[src/sv/touch_gesture_classifier_macros.svh]
// Assertion macros used by the gesture classifier RTL.
`ifndef TOUCH_GESTURE_CLASSIFIER_MACROS_SVH
`define TOUCH_GESTURE_CLASSIFIER_MACROS_SVH

// Consequent must hold in the same cycle as the antecedent.
`define TGC_ASSERT_SAME(label, clk, rstn, ante, cons) \
    label: assert property (@(posedge clk) disable iff (!rstn) (ante) |-> (cons)) \
        else $error("gesture classifier check failed");

// Consequent must hold in the cycle after the antecedent.
`define TGC_ASSERT_NEXT(label, clk, rstn, ante, cons) \
    label: assert property (@(posedge clk) disable iff (!rstn) (ante) |=> (cons)) \
        else $error("gesture classifier check failed");

`endif

[src/sv/tgc_pkg.sv]
`timescale 1ns / 1ps

package tgc_pkg;

    // Raw converter window.
    localparam logic [11:0] X_MIN = 12'd200;
    localparam logic [11:0] X_MAX = 12'd3900;
    localparam logic [11:0] Y_MIN = 12'd300;
    localparam logic [11:0] Y_MAX = 12'd3800;

    // floor(d * 319 / 3700) and floor(d * 239 / 3500) are computed as
    // (d * MUL) >> 24 with MUL rounded up; the error stays below one step
    // of 1/3700 (1/3500) over the whole clamped range, so the result is exact.
    localparam int unsigned SCALE_SHIFT = 24;
    localparam logic [20:0] SCALE_X_MUL =
        21'((64'd319 * (64'd1 << SCALE_SHIFT) + 64'd3699) / 64'd3700);
    localparam logic [20:0] SCALE_Y_MUL =
        21'((64'd239 * (64'd1 << SCALE_SHIFT) + 64'd3499) / 64'd3500);

    // Register reset values.
    localparam logic [8:0]  SWIPE_THRESHOLD_RST = 9'd30;
    localparam logic [15:0] HOLD_LIMIT_MS_RST   = 16'd500;
    localparam logic [8:0]  DRAG_THRESHOLD_RST  = 9'd5;

    // Register indexes on the configuration port.
    localparam logic [1:0] CFG_SWIPE_THRESHOLD = 2'd0;
    localparam logic [1:0] CFG_HOLD_LIMIT_MS   = 2'd1;
    localparam logic [1:0] CFG_DRAG_THRESHOLD  = 2'd2;

    typedef enum logic [2:0] {
        EV_NONE  = 3'd0,
        EV_TAP   = 3'd1,
        EV_LEFT  = 3'd2,
        EV_RIGHT = 3'd3,
        EV_UP    = 3'd4,
        EV_DOWN  = 3'd5,
        EV_DRAG  = 3'd6
    } event_kind_t;

    typedef struct packed {
        logic [8:0]  swipe_threshold;
        logic [15:0] hold_limit_ms;
        logic [8:0]  drag_threshold;
    } cfg_t;

    typedef struct packed {
        logic        touched;
        logic [11:0] raw_x;
        logic [11:0] raw_y;
        logic [31:0] now_ms;
    } poll_t;

    typedef struct packed {
        logic        touched;
        logic [8:0]  sx;
        logic [7:0]  sy;
        logic [31:0] now_ms;
    } scaled_t;

    typedef struct packed {
        event_kind_t        kind;
        logic [8:0]         pos_x;
        logic [7:0]         pos_y;
        logic signed [9:0]  delta_x;
        logic signed [8:0]  delta_y;
    } result_t;

endpackage

[src/sv/touch_gesture_classifier.sv]
`timescale 1ns / 1ps
// A result beat passes the input, scaler and result registers to reach m_tvalid.
// Throughput: one poll per cycle while m_tready is high. Each register holds one
// beat, so new polls are taken while a result waits, until all three are full.
// Reset (aresetn low, synchronous): pipeline emptied, contact state cleared,
// thresholds back to 30 pixels (swipe), 500 ms (hold) and 5 pixels (drag).

// Touch gesture classifier.
//
// Each accepted poll produces exactly one result beat. The pipeline has three
// register stages:
//   1. input register: the raw poll as accepted on the slave side,
//   2. scaler register: coordinates clamped and mapped to screen pixels by a
//      single constant multiply,
//   3. result register: the classifier compares the scaled point with the
//      stored contact start and emits NONE, TAP, a swipe direction or DRAG.
// The contact state lives in the classifier and is updated in the same cycle
// as the result register, so consecutive polls see each other's effect with
// no extra wait. Every stage passes a beat on when the next stage is empty or
// being drained, which keeps the full rate as long as m_tready stays high.
//
// Thresholds must be written on the configuration port only while the block is idle; the block does not enforce this.
// An index beyond the last register is ignored.
module touch_gesture_classifier (
    input  logic        aclk,
    input  logic        aresetn,

    input  logic        cfg_we,
    input  logic [1:0]  cfg_addr,
    input  logic [15:0] cfg_wdata,

    input  logic        s_tvalid,
    output logic        s_tready,
    input  logic [55:0] s_tdata,   // raw_x[11:0], raw_y[23:12], now_ms[55:24]
    input  logic        s_tuser,   // touched[0]

    output logic        m_tvalid,
    input  logic        m_tready,
    output logic [39:0] m_tdata,   // pos_x[8:0], pos_y[16:9], delta_x[26:17],
                                   // delta_y[35:27], zero fill [39:36]
    output logic [2:0]  m_tuser    // event_kind[2:0]
);

    tgc_pkg::cfg_t    cfg_reg;

    logic             s1_valid_reg;
    tgc_pkg::poll_t   s1_item_reg;
    tgc_pkg::poll_t   s1_item_next;

    logic             scl_in_ready;
    logic             scl_out_valid;
    tgc_pkg::scaled_t scl_item;
    logic             cls_in_ready;
    tgc_pkg::result_t result;

    // Configuration registers.
    always_ff @(posedge aclk) begin
        if (!aresetn) begin
            cfg_reg.swipe_threshold <= tgc_pkg::SWIPE_THRESHOLD_RST;
            cfg_reg.hold_limit_ms   <= tgc_pkg::HOLD_LIMIT_MS_RST;
            cfg_reg.drag_threshold  <= tgc_pkg::DRAG_THRESHOLD_RST;
        end else if (cfg_we) begin
            unique case (cfg_addr)
                tgc_pkg::CFG_SWIPE_THRESHOLD: begin
                    cfg_reg.swipe_threshold <= cfg_wdata[8:0];
                end
                tgc_pkg::CFG_HOLD_LIMIT_MS: begin
                    cfg_reg.hold_limit_ms <= cfg_wdata;
                end
                tgc_pkg::CFG_DRAG_THRESHOLD: begin
                    cfg_reg.drag_threshold <= cfg_wdata[8:0];
                end
                default: begin
                end
            endcase
        end
    end

    // Input register: unpack the slave beat into the poll fields.
    always_comb begin
        s1_item_next.touched = s_tuser;
        s1_item_next.raw_x   = s_tdata[11:0];
        s1_item_next.raw_y   = s_tdata[23:12];
        s1_item_next.now_ms  = s_tdata[55:24];
    end

    assign s_tready = !s1_valid_reg || scl_in_ready;

    always_ff @(posedge aclk) begin
        if (!aresetn) begin
            s1_valid_reg <= 1'b0;
        end else if (s_tready) begin
            s1_valid_reg <= s_tvalid;
        end
    end

    always_ff @(posedge aclk) begin
        if (s_tvalid && s_tready) begin
            s1_item_reg <= s1_item_next;
        end
    end

    tgc_scaler u_scaler (
        .aclk      (aclk),
        .aresetn   (aresetn),
        .in_valid  (s1_valid_reg),
        .in_ready  (scl_in_ready),
        .in_item   (s1_item_reg),
        .out_valid (scl_out_valid),
        .out_ready (cls_in_ready),
        .out_item  (scl_item)
    );

    tgc_classifier u_classifier (
        .aclk       (aclk),
        .aresetn    (aresetn),
        .cfg        (cfg_reg),
        .in_valid   (scl_out_valid),
        .in_ready   (cls_in_ready),
        .in_item    (scl_item),
        .out_valid  (m_tvalid),
        .out_ready  (m_tready),
        .out_result (result)
    );

    // Master beat packing.
    assign m_tuser = result.kind;
    assign m_tdata = {4'd0, result.delta_y, result.delta_x, result.pos_y, result.pos_x};

endmodule

[src/sv/tgc_scaler.sv]
`timescale 1ns / 1ps

// Clamps the raw readings and maps them onto the 320x240 screen, one poll
// per cycle while out_ready is high, into a registered stage.
module tgc_scaler (
    input  logic             aclk,
    input  logic             aresetn,
    input  logic             in_valid,
    output logic             in_ready,
    input  tgc_pkg::poll_t   in_item,
    output logic             out_valid,
    input  logic             out_ready,
    output tgc_pkg::scaled_t out_item
);

    logic             out_valid_reg;
    tgc_pkg::scaled_t item_reg;
    tgc_pkg::scaled_t item_next;

    logic [11:0] clamp_x;
    logic [11:0] clamp_y;
    logic [11:0] off_x;
    logic [11:0] off_y;
    logic [32:0] prod_x;
    logic [31:0] prod_y;

    always_comb begin
        if (in_item.raw_x < tgc_pkg::X_MIN) begin
            clamp_x = tgc_pkg::X_MIN;
        end else if (in_item.raw_x > tgc_pkg::X_MAX) begin
            clamp_x = tgc_pkg::X_MAX;
        end else begin
            clamp_x = in_item.raw_x;
        end
        if (in_item.raw_y < tgc_pkg::Y_MIN) begin
            clamp_y = tgc_pkg::Y_MIN;
        end else if (in_item.raw_y > tgc_pkg::Y_MAX) begin
            clamp_y = tgc_pkg::Y_MAX;
        end else begin
            clamp_y = in_item.raw_y;
        end
        off_x  = clamp_x - tgc_pkg::X_MIN;
        off_y  = clamp_y - tgc_pkg::Y_MIN;
        prod_x = 33'(off_x) * 33'(tgc_pkg::SCALE_X_MUL);
        prod_y = 32'(off_y) * 32'(tgc_pkg::SCALE_Y_MUL);

        item_next.touched = in_item.touched;
        item_next.sx      = prod_x[32:24];
        item_next.sy      = prod_y[31:24];
        item_next.now_ms  = in_item.now_ms;
    end

    assign in_ready  = !out_valid_reg || out_ready;
    assign out_valid = out_valid_reg;
    assign out_item  = item_reg;

    always_ff @(posedge aclk) begin
        if (!aresetn) begin
            out_valid_reg <= 1'b0;
        end else if (in_ready) begin
            out_valid_reg <= in_valid;
        end
    end

    always_ff @(posedge aclk) begin
        if (in_valid && in_ready) begin
            item_reg <= item_next;
        end
    end

endmodule

[src/sv/tgc_classifier.sv]
`timescale 1ns / 1ps
`include "touch_gesture_classifier_macros.svh"

// Holds the contact state and turns each scaled poll into one result beat.
module tgc_classifier (
    input  logic             aclk,
    input  logic             aresetn,
    input  tgc_pkg::cfg_t    cfg,
    input  logic             in_valid,
    output logic             in_ready,
    input  tgc_pkg::scaled_t in_item,
    output logic             out_valid,
    input  logic             out_ready,
    output tgc_pkg::result_t out_result
);

    logic             m_valid_reg;
    tgc_pkg::result_t result_reg;
    tgc_pkg::result_t result_next;

    logic        in_contact_reg;
    logic        in_contact_next;
    logic [8:0]  start_x_reg;
    logic [8:0]  start_x_next;
    logic [7:0]  start_y_reg;
    logic [7:0]  start_y_next;
    logic [8:0]  last_x_reg;
    logic [8:0]  last_x_next;
    logic [7:0]  last_y_reg;
    logic [7:0]  last_y_next;
    logic [31:0] start_ms_reg;
    logic [31:0] start_ms_next;

    logic              load;
    logic signed [9:0] dx_cur;
    logic signed [8:0] dy_cur;
    logic [8:0]        ax_cur;
    logic [7:0]        ay_cur;
    logic signed [9:0] dx_rel;
    logic signed [8:0] dy_rel;
    logic [8:0]        ax_rel;
    logic [7:0]        ay_rel;
    logic [31:0]       held_ms;

    assign in_ready   = !m_valid_reg || out_ready;
    assign load       = in_valid && in_ready;
    assign out_valid  = m_valid_reg;
    assign out_result = result_reg;

    always_comb begin
        dx_cur  = $signed({1'b0, in_item.sx}) - $signed({1'b0, start_x_reg});
        dy_cur  = $signed({1'b0, in_item.sy}) - $signed({1'b0, start_y_reg});
        ax_cur  = 9'(dx_cur[9] ? -dx_cur : dx_cur);
        ay_cur  = 8'(dy_cur[8] ? -dy_cur : dy_cur);
        dx_rel  = $signed({1'b0, last_x_reg}) - $signed({1'b0, start_x_reg});
        dy_rel  = $signed({1'b0, last_y_reg}) - $signed({1'b0, start_y_reg});
        ax_rel  = 9'(dx_rel[9] ? -dx_rel : dx_rel);
        ay_rel  = 8'(dy_rel[8] ? -dy_rel : dy_rel);
        held_ms = in_item.now_ms - start_ms_reg;
    end

    always_comb begin
        result_next     = '0;
        in_contact_next = in_contact_reg;
        start_x_next    = start_x_reg;
        start_y_next    = start_y_reg;
        last_x_next     = last_x_reg;
        last_y_next     = last_y_reg;
        start_ms_next   = start_ms_reg;

        if (in_item.touched) begin
            last_x_next = in_item.sx;
            last_y_next = in_item.sy;
            if (!in_contact_reg) begin
                // First touched poll: remember where and when the contact began.
                start_x_next    = in_item.sx;
                start_y_next    = in_item.sy;
                start_ms_next   = in_item.now_ms;
                in_contact_next = 1'b1;
            end else if (ax_cur > cfg.drag_threshold ||
                         {1'b0, ay_cur} > cfg.drag_threshold) begin
                result_next.kind    = tgc_pkg::EV_DRAG;
                result_next.pos_x   = in_item.sx;
                result_next.pos_y   = in_item.sy;
                result_next.delta_x = dx_cur;
                result_next.delta_y = dy_cur;
            end
        end else if (in_contact_reg) begin
            in_contact_next = 1'b0;
            if (held_ms <= {16'd0, cfg.hold_limit_ms}) begin
                if (ax_rel < cfg.swipe_threshold &&
                    {1'b0, ay_rel} < cfg.swipe_threshold) begin
                    result_next.kind = tgc_pkg::EV_TAP;
                end else if (ax_rel > {1'b0, ay_rel}) begin
                    result_next.kind = dx_rel[9] ? tgc_pkg::EV_LEFT : tgc_pkg::EV_RIGHT;
                end else begin
                    result_next.kind = dy_rel[8] ? tgc_pkg::EV_UP : tgc_pkg::EV_DOWN;
                end
                result_next.pos_x   = last_x_reg;
                result_next.pos_y   = last_y_reg;
                result_next.delta_x = dx_rel;
                result_next.delta_y = dy_rel;
            end
        end
    end

    always_ff @(posedge aclk) begin
        if (!aresetn) begin
            m_valid_reg    <= 1'b0;
            in_contact_reg <= 1'b0;
        end else begin
            if (in_ready) begin
                m_valid_reg <= in_valid;
            end
            if (load) begin
                in_contact_reg <= in_contact_next;
            end
        end
    end

    always_ff @(posedge aclk) begin
        if (load) begin
            result_reg   <= result_next;
            start_x_reg  <= start_x_next;
            start_y_reg  <= start_y_next;
            last_x_reg   <= last_x_next;
            last_y_reg   <= last_y_next;
            start_ms_reg <= start_ms_next;
        end
    end

    `TGC_ASSERT_SAME(a_none_is_zero, aclk, aresetn,
        m_valid_reg && result_reg.kind == tgc_pkg::EV_NONE,
        result_reg.pos_x == 9'd0 && result_reg.pos_y == 8'd0 &&
        result_reg.delta_x == 10'sd0 && result_reg.delta_y == 9'sd0)
    `TGC_ASSERT_NEXT(a_first_touch_silent, aclk, aresetn,
        load && in_item.touched && !in_contact_reg,
        in_contact_reg && result_reg.kind == tgc_pkg::EV_NONE)
    `TGC_ASSERT_NEXT(a_release_ends_contact, aclk, aresetn,
        load && !in_item.touched, !in_contact_reg)
    `TGC_ASSERT_SAME(a_drag_in_contact, aclk, aresetn,
        m_valid_reg && result_reg.kind == tgc_pkg::EV_DRAG, in_contact_reg)

endmodule
[config.mk]
export PLATFORM = sky130hd
export DESIGN_NAME = touch_gesture_classifier
export DESIGN_NICKNAME = d
export VERILOG_FILES = /design/src/sv/tgc_pkg.sv /design/src/sv/touch_gesture_classifier.sv /design/src/sv/tgc_scaler.sv /design/src/sv/tgc_classifier.sv
export VERILOG_INCLUDE_DIRS = /design/src /design/src/sv
export SDC_FILE = /design/constraint.sdc
export NUM_CORES = 1
export LEC_CHECK = 0
export ABC_AREA = 1
export BUFFER_PORTS_ARGS = -buffer_cell sky130_fd_sc_hd__buf_2
export CAP_MARGIN = 20
export CORE_ASPECT_RATIO = 2
export CORE_MARGIN = 2
export CORE_UTILIZATION = 55
export CTS_BUF_LIST = sky130_fd_sc_hd__clkbuf_4 sky130_fd_sc_hd__clkbuf_8 sky130_fd_sc_hd__clkbuf_16
export DETAILED_ROUTE_END_ITERATION = 8
export PLACE_DENSITY = 0.76
export RECOVER_POWER = 25
export SYNTH_ARGS = -nofsm -noshare
export SYNTH_HDL_FRONTEND = slang
export SYNTH_SLANG_ARGS = --single-unit
[constraint.sdc]
create_clock -name aclk -period 6.9 [get_ports aclk]
set_input_delay 0.345 -clock aclk [delete_from_list [all_inputs] [get_ports aclk]]
set_output_delay 0.345 -clock aclk [all_outputs]
set_load 0.005 [all_outputs]
# Yosys cells after proc, flatten, opt, wreduce, memory -nomap -nowiden
# Cells that the tools add are included.
dict set report word_totals {
  out_inout_bits 45
  input_bits 80
  ff_bits 250
  elab_cells 86
}
dict set report op_classes {
  n_bitwise 1
  add_sub_neg 11
  mul 2
  reduce_logical 17
  magnitude_cmp 10
  mux 18
  n_eq_ne 2
}
# cell count
set ops {}
lappend ops {{39-bit two-way mux} 5}
lappend ops {{12-bit two-way mux} 4}
lappend ops {{12-bit by 21-bit multiplier with 33-bit output (second input constant)} 1}
lappend ops {{32-bit by 16-bit less-or-equal comparator with 1-bit output} 1}
lappend ops {{12-bit by 21-bit multiplier with 32-bit output (second input constant)} 1}
lappend ops {{32-bit subtractor} 1}
lappend ops {{12-bit > comparator (second input constant)} 2}
lappend ops {{9-bit by 9-bit subtractor with 10-bit output} 2}
lappend ops {{9-bit two-way mux} 2}
lappend ops {{9-bit negation} 2}
lappend ops {{8-bit by 8-bit subtractor with 9-bit output} 2}
lappend ops {{8-bit two-way mux} 2}
lappend ops {{8-bit negation} 2}
lappend ops {{12-bit by 8-bit < comparator with 1-bit output (second input constant)} 1}
lappend ops {{12-bit by 9-bit < comparator with 1-bit output (second input constant)} 1}
lappend ops {{12-bit by 8-bit subtractor with 12-bit output (second input constant)} 1}
lappend ops {{12-bit by 9-bit subtractor with 12-bit output (second input constant)} 1}
lappend ops {{8-bit by 9-bit > comparator with 1-bit output} 1}
lappend ops {{9-bit by 8-bit > comparator with 1-bit output} 1}
lappend ops {{9-bit > comparator} 1}
lappend ops {{8-bit by 9-bit < comparator with 1-bit output} 1}
lappend ops {{9-bit < comparator} 1}
lappend ops {{2-bit AND reduction} 4}
lappend ops {{3-bit two-way mux} 2}
lappend ops {{9 further kinds} 19}

# Depth between registers and ports, before layout
# Gate-level depths: netlist (run 1).
dict set report logic_depth {
  word_depth 9
  depth_mapped 42
  ltp_nobuf 41
}

# Modules after synthesis
# A second synthesis (run 1) with hierarchy kept.
dict set report hier_totals {
  hier_cells 2710
  area_unflattened_um2 22784.4
}
# mod seq_area_each_um2 area_per_inst_um2 cells_per_inst instances
set by_module_without_submodules {}
lappend by_module_without_submodules {tgc_classifier 3193.1 9843.2 1309 1}
lappend by_module_without_submodules {tgc_scaler 1521.5 9748.1 1135 1}
lappend by_module_without_submodules {touch_gesture_classifier 2412.3 3193.1 266 1}

# Least setup slack after synthesis (run 1)
# OpenSTA, ideal clock, no wires.
dict set report synth_timing {
  path_type {flip-flop to flip-flop}
  start {reg s1_item_reg[40] in the netlist's numbering}
  end {reg u_scaler.item_reg (netlist bit u_scaler.out_item[38]) (data pin)}
  t_arrival_ns 6.215
  stages_incl_launch_ff 35
  n_path_buf 0
  required_time_ns 6.641
  synth_period_minus_slack_ns 6.474
  slack_ns 0.426
  setup_ns 0.259
  path_cell_list {edfxtp_1 > nor3_4 > nand3_1 > nand3_2 > nand2_4 > a21oi_1 > inv_1 > ha_1 > inv_1 > nand2_1 > nand2_2 > nand2_1 > nand3b_1 > nand2_2 > nor2_4 > inv_2 > nand2_2 > inv_2 > ha_1 > fa_1 > fa_1 > inv_1 > fa_1 > fa_1 > inv_1 > ha_1 > nand2_1 > nor2_1 > inv_1 > nor2_1 > nand4_1 > nand3_1 > a21boi_0 > o211ai_1 > nand2_1}
}
dict set report synth_between {
  elab_chain_cells 5
  word_cells_on_any_way 6
  classes_between {add/sub (1); mul (1); order compare (2); mux (2)}
}
# item line_no
set synth_rtl {}
lappend synth_rtl {{start, declared} touch_gesture_classifier.sv:47} ;# tgc_pkg::poll_t s1_item_reg;
lappend synth_rtl {{start signal, assigned} touch_gesture_classifier.sv:99} ;# s1_item_reg <= s1_item_next;
lappend synth_rtl {{12-bit > comparator} tgc_scaler.sv:37} ;# end else if (in_item.raw_y > tgc_pkg::Y_MAX) begin
lappend synth_rtl {{12-bit two-way mux} tgc_scaler.sv:37}
lappend synth_rtl {{12-bit two-way mux (*)} tgc_scaler.sv:35} ;# if (in_item.raw_y < tgc_pkg::Y_MIN) begin
lappend synth_rtl {{12-bit by 9-bit subtractor with 12-bit output (*)} tgc_scaler.sv:43} ;# off_y = clamp_y - tgc_pkg::Y_MIN;
lappend synth_rtl {{12-bit by 21-bit multiplier with 32-bit output (*)} tgc_scaler.sv:45} ;# prod_y = 32'(off_y) * 32'(tgc_pkg::SCALE_Y_MUL);
lappend synth_rtl {{named net u_scaler.prod_y[30]} tgc_scaler.sv:25} ;# logic [31:0] prod_y;
lappend synth_rtl {{end signal, assigned} tgc_scaler.sv:67} ;# item_reg <= item_next;
lappend synth_rtl {{end, declared} tgc_scaler.sv:17} ;# tgc_pkg::scaled_t item_reg;
# The timed path passes the listed nets; every way through them passes the cells marked *.
# A chain may end at the register's enable or synchronous reset.

# Worst setup path after layout (run 1)
dict set report layout_timing {
  start {reg s1_item_reg[40] in the netlist's numbering}
  end {reg u_scaler.item_reg (netlist bit u_scaler.out_item[39]) (data pin)}
}
# The elaborated chain is that of the path after synthesis.

==> results by group, run 1 <==
Placement
  • Placed Area: 23100 µm²
  • GP Congestion: 0.958
  • DP Wirelength: 46000 µm
  • I/O Buffers: 120
  • Post-Place Worst Slack: 158 ps

Yosys
  • Main synth FF type: edfxtp_1
  • Yosys reg bits: 250
  • Synth area leaders: edfxtp_1 (29%), ha_1 (18%), fa_1 (10%)
  • Ys Warns: 0
  • Syn_area_per_cell: 8.70 µm²
  • Top cells by count, synth: inv_1 (545), nand2_1 (489), ha_1 (321)
  • Count leader, synth: inv_1
  • Synth Cell Area: 21800 µm²
  • Sequential cell area fraction in the yosys report: 0.327
  • Synthesized instance count: 2502
  • Ys async rst share: 0
  • Top-area cell type share of the netlist area: 0.292
  • Synth area leader: edfxtp_1
  • Cell variety after synth: 51
  • Post-synth EDFFs: 212

Routing
  • Metal2 WL: 30500 µm
  • Iter 0 DRT Violations: 687
  • Vias/cell: 5.31
  • Post-route ant nets: 0
  • DR vias: 17300
  • DR pass1 iterations: 5
  • Top layer in use: met4
  • Final wirelength: 56000 µm
  • WL met1: 18600 µm
  • Met3 WL: 1730 µm
  • DR WL/cell: 17.2 µm
  • # DRC: 0

STA
  • Final setup margin: 421 ps
  • Fmax achieved: 154 MHz
  • RSZ-0062 raised after global routing: true
  • Final hold violation count: 0
  • Final Setup Violations: 0
  • Relative slew slack: 0.428
  • Max Slew Vio Count: 0
  • Tightest Pin Transition: 855 ps
  • Crit share post-route: 0.939
  • Skew final: 26.5 ps
  • Final min period: 6480 ps

Pwr
  • Net Sw Power: 5.01 mW
  • Pint: 5.38 mW
  • Switch share: 0.482
  • Max VDD drop: 0.349 mV
  • Power per cell area: 422 nW/µm²
  • Overall Power: 10.4 mW
  • Clock power share: 0.149
  • Logic pwr share: 0.663
  • Sequential group share of total power: 0.188
  • Leakage: 12.4 nW

Job
  • Max-cap violations: 0

Clock tree
  • CTS sink count: 250
  • Clock latency on the worst-skew pair: 570 ps
  • Clock Tree Root: clkbuf_16
  • Clk slew on worst S/H paths: 70 ps
  • Total CTS buffers: 25
  • CTS tree: yes
  • Clock buffer depth: 3
  • Max H-tree Level: 1

Layout
  • Layout cells sized above 1: 0.0898
  • Nets@finish: 3226
  • Layout area overhead: 13.1%
  • Max reg flops: 57
  • Final core occ: 0.627
  • Number of fill cells in the layout: 3341
  • Inserted Diodes: 0
  • Final Cell Area: 24600 µm²

Global routing
  • First-pass GRT wire length: 88000 µm
  • GRT overflow: 0
  • Number of global-route vias before repair: 18300
  • Antenna violations before repair: 0
  • Total track usage: 0.276
  • Pin count of the biggest net entering global routing: 50

Worst setup path
  • RR Startpoint: s1_item_reg[40]
  • Crit path DAT: 6800 ps
  • Worst setup path class: reg2reg
  • CP bufs+invs: 6
  • Cell mode on critical path: inv_1
  • Crit-path max FO: 9
  • Crit start category: flip-flop
  • End point of the critical path: u_scaler.out_item[39]
  • Crit. Startpoint: s1_item_reg[40]
  • RR Endpoint: u_scaler.out_item[39]
  • Crit path depth: 32
  • R2R cell count: 32
  • CP max stage delay: 560 ps
  • Critical Path Sink Type: flip-flop
  • Slowest-stage cell, CP: fa_1
  • Cell family with most CP delay: adder cells
  • R2r setup slk: 420 ps
  • Req. time, crit path: 7220 ps

Die
  • Die H: 285 µm
  • Chip width: 145 µm
  • Die ar.: 41300 µm²
  • CORE AREA: 39300 µm²
  • Rows: 103
  • Initial Utilization: 0.554
  • Ports: 125

Worst hold path
  • Hold crit path type: in2reg

Run status
  • Status: completed
layer usage:
metal | up-vias | track usage
li1 | 8529 | -
met1 | 8023 | 0.250
met2 | 465 | 0.536
met3 | 251 | 0.0297
met4 | 0 | 0.214
met5 | - | 0
cell families after synthesis:
family                     count (synthesis)  share of synthesized area
AOI/OAI and AO/OA                        328                     0.0853
xor gates and xnor gates                  94                     0.0378
adders and majority gates                435                      0.289
buffers and inverters                    576                      0.101
DFF                                      250                      0.327
other                                      1                   0.000172
and+or+nand+nor                          818                      0.159
how the worst min path moves through the flow:
| stage | start | to | slack, ps | depth (start not counted) |
|---|---|---|---|---|
| after floorplan | s1_item_reg[0] | u_scaler.out_item[0] | 400 | 0 |
| after global placement | s1_item_reg[31] | u_scaler.out_item[31] | 400 | 0 |
| after detailed placement | s1_item_reg[18] | u_scaler.out_item[18] | 410 | 0 |
| after CTS | s_tuser | s1_item_reg[56] | 40 | 1 |
| after global routing | cfg_wdata[4] | cfg_reg[13] | 70 | 3 |
| final | cfg_wdata[2] | cfg_reg[27] | 60 | 3 |
layout make-up:
class                      count  area (µm²)  area share
sequential                   250        7130       0.289
multi-input combinational   1679       12500       0.508
tap                          525         657      0.0267
clock inverter                19         304      0.0123
inverter                     557        2090      0.0849
timing repair buffer         198        1320      0.0535
clock buffer                  26         633      0.0257
power groups by stage:
stage               sequential [mW]  clock, mW  combinational, mW
finish                         1.95       1.55               6.89
global route                   1.97       1.63               7.86
CTS                            1.96       1.57               6.78
detailed placement             1.99          0               6.71
global placement               1.99          0               6.50
floorplan                      1.94          0               4.99
worst reg2reg max path: cells and delay by family, from the launching register on:
family,cells,cell delay (ps)
xor+xnor,3,690
compound gates,5,830
flops,1,460
simple gates,11,1150
buf+inv,6,430
fa+ha+maj,7,2690
per-stage QoR:
stage,hold WS [ps],TNS (ps),std cells
final,62.3,0,3254
after global placement,404,0,3149
after detailed placement,408,0,3149
after global routing,69.2,-206,3254
after floorplan,400,0,2505
after CTS,40.3,0,3250
timing repair:
item	CTS	global route
gates resized for setup	0	13
setup endpoints to repair	0	7
hold buffers	56	0
buffers inserted	0	4
endpoints found under the hold margin	56	0
cell usage in the layout (no fill, tap or decap), types with 4 or more instances in the layout:
cell type | Yosys | layout
inv_1 | 545 | 540
nand2_1 | 489 | 488
ha_1 | 321 | 321
edfxtp_1 | 212 | 212
a21oi_1 | 158 | 157
nor2_1 | 130 | 129
buf_2 | 3 | 115
fa_1 | 114 | 113
nand3_1 | 102 | 101
o21ai_0 | 90 | 89
xor2_1 | 70 | 70
dlygate4sd3_1 | 0 | 56
dfxtp_1 | 38 | 38
nor3_1 | 30 | 29
clkbuf_16 | 0 | 25
nand4_1 | 23 | 23
xnor2_1 | 24 | 23
buf_4 | 8 | 21
inv_2 | 11 | 15
o211ai_1 | 14 | 14
o21ai_2 | 11 | 12
nand2_2 | 11 | 12
o21bai_1 | 12 | 12
a21o_1 | 11 | 11
nand3b_1 | 9 | 9
a31oi_1 | 7 | 7
nor4_1 | 6 | 6
bufinv_16 | 0 | 6
clkbuf_1 | 7 | 5
nand3_2 | 3 | 4
nor2_4 | 3 | 4
conb_1 | 1 | 4
inv_6 | 0 | 4
(Power assumes the default switching activity.)
==> run 2: changes to the inputs <==
Settings changed: ABC_AREA 1 to unset.
==> run 2 against run 1 <==
  * The flow now finishes with violations (design-rule violations, negative setup slack)
  * Critical path depth fell by 5
  * Die area down 6.4%
  * Area after synthesis is 6.5% lower
  * Critical endpoint unchanged
  * Highest routed layer unchanged
==> results by group, run 2 <==
Die
  • CORE AREA: 36500 µm² (was 39300 µm²)
  • Rows: 99 (was 103)
  • Die H: 276 µm (was 285 µm)
  • Chip width: 140 µm (was 145 µm)
  • Initial Utilization: 0.557 (was 0.554)
  • Die ar.: 38600 µm² (was 41300 µm²)
  • Ports: 125 (unchanged)

Yosys
  • Syn_area_per_cell: 10.6 µm² (was 8.70 µm²)
  • Ys async rst share: 0 (unchanged)
  • Main synth FF type: edfxtp_1 (unchanged)
  • Synth area leader: edfxtp_1 (unchanged)
  • Synth Cell Area: 20400 µm² (was 21800 µm²)
  • Sequential cell area fraction in the yosys report: 0.350 (was 0.327)
  • Yosys reg bits: 250 (unchanged)
  • Synth area leaders: edfxtp_1 (31%), ha_1 (20%), fa_1 (11%) (was edfxtp_1 (29%), ha_1 (18%), fa_1 (10%))
  • Post-synth EDFFs: 212 (unchanged)
  • Synthesized instance count: 1926 (was 2502)
  • Ys Warns: 0 (unchanged)
  • Cell variety after synth: 79 (was 51)
  • Count leader, synth: inv_1 (unchanged)
  • Top-area cell type share of the netlist area: 0.313 (was 0.292)
  • Top cells by count, synth: inv_1 (359), ha_1 (321), edfxtp_1 (212) (was inv_1 (545), nand2_1 (489), ha_1 (321))

Global routing
  • Total track usage: 0.263 (was 0.276)
  • First-pass GRT wire length: 81300 µm (was 88000 µm)
  • GRT overflow: 0 (unchanged)
  • Pin count of the biggest net entering global routing: 58 (was 50)
  • Antenna violations before repair: 0 (unchanged)
  • Number of global-route vias before repair: 16700 (was 18300)

Worst setup path
  • Crit-path max FO: 3 (was 9)
  • Crit path DAT: 7290 ps (was 6800 ps)
  • R2r setup slk: -100 ps (was 420 ps)
  • Crit. Startpoint: s1_item_reg[34] (was s1_item_reg[40])
  • Crit start category: flip-flop (unchanged)
  • CP max stage delay: 550 ps (was 560 ps)
  • Worst setup path class: reg2reg (unchanged)
  • Cell mode on critical path: fa_1 (was inv_1)
  • Critical Path Sink Type: flip-flop (unchanged)
  • Req. time, crit path: 7190 ps (was 7220 ps)
  • Slowest-stage cell, CP: fa_1 (unchanged)
  • RR Endpoint: u_scaler.out_item[39] (unchanged)
  • RR Startpoint: s1_item_reg[34] (was s1_item_reg[40])
  • R2R cell count: 27 (was 32)

STA
  • Final hold violation count: 0 (unchanged)
  • Final setup margin: -98.8 ps (was 421 ps)
  • Final Setup Violations: 4 (was 0)
  • Tightest Pin Transition: 865 ps (was 855 ps)
  • Skew final: 17.3 ps (was 26.5 ps)
  • RSZ-0062 raised after global routing: true (unchanged)
  • Relative slew slack: 0.423 (was 0.428)
  • Crit share post-route: 1.01 (was 0.939)
  • Final min period: 7000 ps (was 6480 ps)
  • Max Slew Vio Count: 0 (unchanged)
  • Fmax achieved: 143 MHz (was 154 MHz)
  • Total negative slack: -272 ps (was 0 ps)

Clock tree
  • Max H-tree Level: 1 (unchanged)
  • CTS sink count: 250 (unchanged)
  • Total CTS buffers: 24 (was 25)
  • Clock buffer depth: 3 (unchanged)
  • Clock latency on the worst-skew pair: 550 ps (was 570 ps)
  • Clock Tree Root: clkbuf_16 (unchanged)
  • CTS tree: yes (unchanged)
  • Clk slew on worst S/H paths: 70 ps (about the same)

Layout
  • Number of fill cells in the layout: 2738 (was 3341)
  • Most common cell after layout, fill and taps aside: inv_1 (unchanged)
  • Commonest cells after routing, fill and taps aside: inv_1 (355), ha_1 (315), edfxtp_1 (212) (was inv_1 (540), nand2_1 (488), ha_1 (321))
  • Max reg flops: 57 (unchanged)
  • Inserted Diodes: 0 (unchanged)
  • Layout area overhead: 18.0% (was 13.1%)
  • Multi-input logic area: 12100 µm² (was 12500 µm²)
  • Register area: 7130 µm² (unchanged)
  • Nets@finish: 2734 (was 3226)
  • Layout cells sized above 1: 0.162 (was 0.0898)

Worst hold path
  • Hold crit path type: in2reg (unchanged)
  • Hold path start: cfg_wdata[15] (was cfg_wdata[2])
  • Min-Delay Path Depth: 3 (unchanged)
  • Hold Path Sink: cfg_reg[24] (was cfg_reg[27])

Routing
  • Vias/cell: 5.67 (was 5.31)
  • # DRC: 12 (was 0)
  • DR WL/cell: 18.8 µm (was 17.2 µm)
  • DR pass1 iterations: 7 (was 5)
  • DR vias: 15300 (was 17300)
  • Iter 0 DRT Violations: 769 (was 687)
  • Post-route ant nets: 0 (unchanged)
  • Final wirelength: 50600 µm (was 56000 µm)

Pwr
  • Power per cell area: 480 nW/µm² (was 422 nW/µm²)
  • Leakage: 11.2 nW (was 12.4 nW)
  • Max VDD drop: 0.464 mV (was 0.349 mV)
  • Overall Power: 11.5 mW (was 10.4 mW)

Placement
  • I/O Buffers: 120 (unchanged)
  • DP Wirelength: 40600 µm (was 46000 µm)
  • GP Congestion: 0.957 (was 0.958)

Job
  • Max-cap violations: 0 (unchanged)

Run status
  • Status: complete, but fails checks (was completed)
  • Failing checks: design-rule violations, negative setup slack
-- run 2: cell types whose count changed after synthesis, sizes merged, moves of 19 or more --
| cell | delta |
|---|---|
| nand2 | -389 |
| inv | -197 |
| nand3 | -82 |
| a21oi | -64 |
| nor2 | -62 |
| o21ai | -44 |
| xor2 | -43 |
| xnor2 | +40 |
| a21o | +30 |
| nor2b | +29 |
| o21a | +19 |
-- run 2: how the worst max path moves through the flow --
stage          slack [ps]               endpoint  depth (start not counted)
2_1_floorplan         -80  u_scaler.out_item[39]                         29
3_3_place_gp         -130  u_scaler.out_item[39]                         29
3_5_place_dp         -330  u_scaler.out_item[39]                         29
4_1_cts              -140  u_scaler.out_item[39]                         28
5_1_grt              -340  u_scaler.out_item[39]                         29
6_report             -100  u_scaler.out_item[39]                         27
-- run 2: cell type report --
cell class,instances,area share
Sequential cell,250,0.297
Inverter,359,0.0561
Timing Repair Buffer,294,0.0856
Multi-Input combinational cell,1290,0.505
Clock buffer,29,0.0271
Clock inverter,15,0.00537
Tap cell,454,0.0237
-- run 2: power breakdown --
group / leakage (nW) / internal (mW) / switching (mW)
Combinational: 8.50 / 3.85 / 4.39
Clock: 0.388 / 0.719 / 0.594
Sequential: 2.33 / 1.89 / 0.0889
Total: 11.2 / 6.46 / 5.07
-- run 2: logic make-up after synthesis --
group	share of synthesized area
muxes	0.00812
and+or+nand+nor	0.0842
xor gates and xnor gates	0.0392
adders and majority gates	0.309
DFF	0.350
AOI/OAI and AO/OA	0.135
other	0.000184
buffers and inverters	0.0734
-- run 2: timing repair --
action | in CTS | in global routing
buffers inserted | 2 | 4
pin swaps | 24 | 15
hold endpoints to repair | 57 | 0
resized for setup | 19 | 36
setup endpoints to repair | 9 | 15
hold buffers | 57 | 0
-- run 2: worst max-delay path, delay by kind of cell, from the launching register on --
family	cells	cell delay, ps
AO/OA/AOI/OAI	11	1980
XOR/XNOR	2	250
adder cells (fa/ha/maj)	7	3050
flip-flops	1	400
AND/OR/NAND/NOR	2	720
buffers and inverters	5	350
-- run 2: metal layers --
layer | GRT usage | vias up | share of wire
met5 | 0 | - | 0
met3 | 0.0204 | 190 | 0.028
li1 | - | 7293 | -
met1 | 0.246 | 7395 | 0.33
met4 | 0.164 | 0 | 0.073
met2 | 0.534 | 374 | 0.57
-- run 2: stage by stage --
stage | hold WS, ps | std cells | cell area [µm²] | util | setup slack, ps
after floorplan | 400 | 1929 | 20500 | - | -76.0
after global placement | 405 | 2585 | 22400 | 0.612 | -126
after detailed placement | 407 | 2585 | 22400 | 0.612 | -333
after CTS | 41.9 | 2688 | 23800 | 0.652 | -143
after global routing | 66.9 | 2691 | 24000 | 0.657 | -345
final | 56.4 | 2691 | 24000 | 0.657 | -98.8
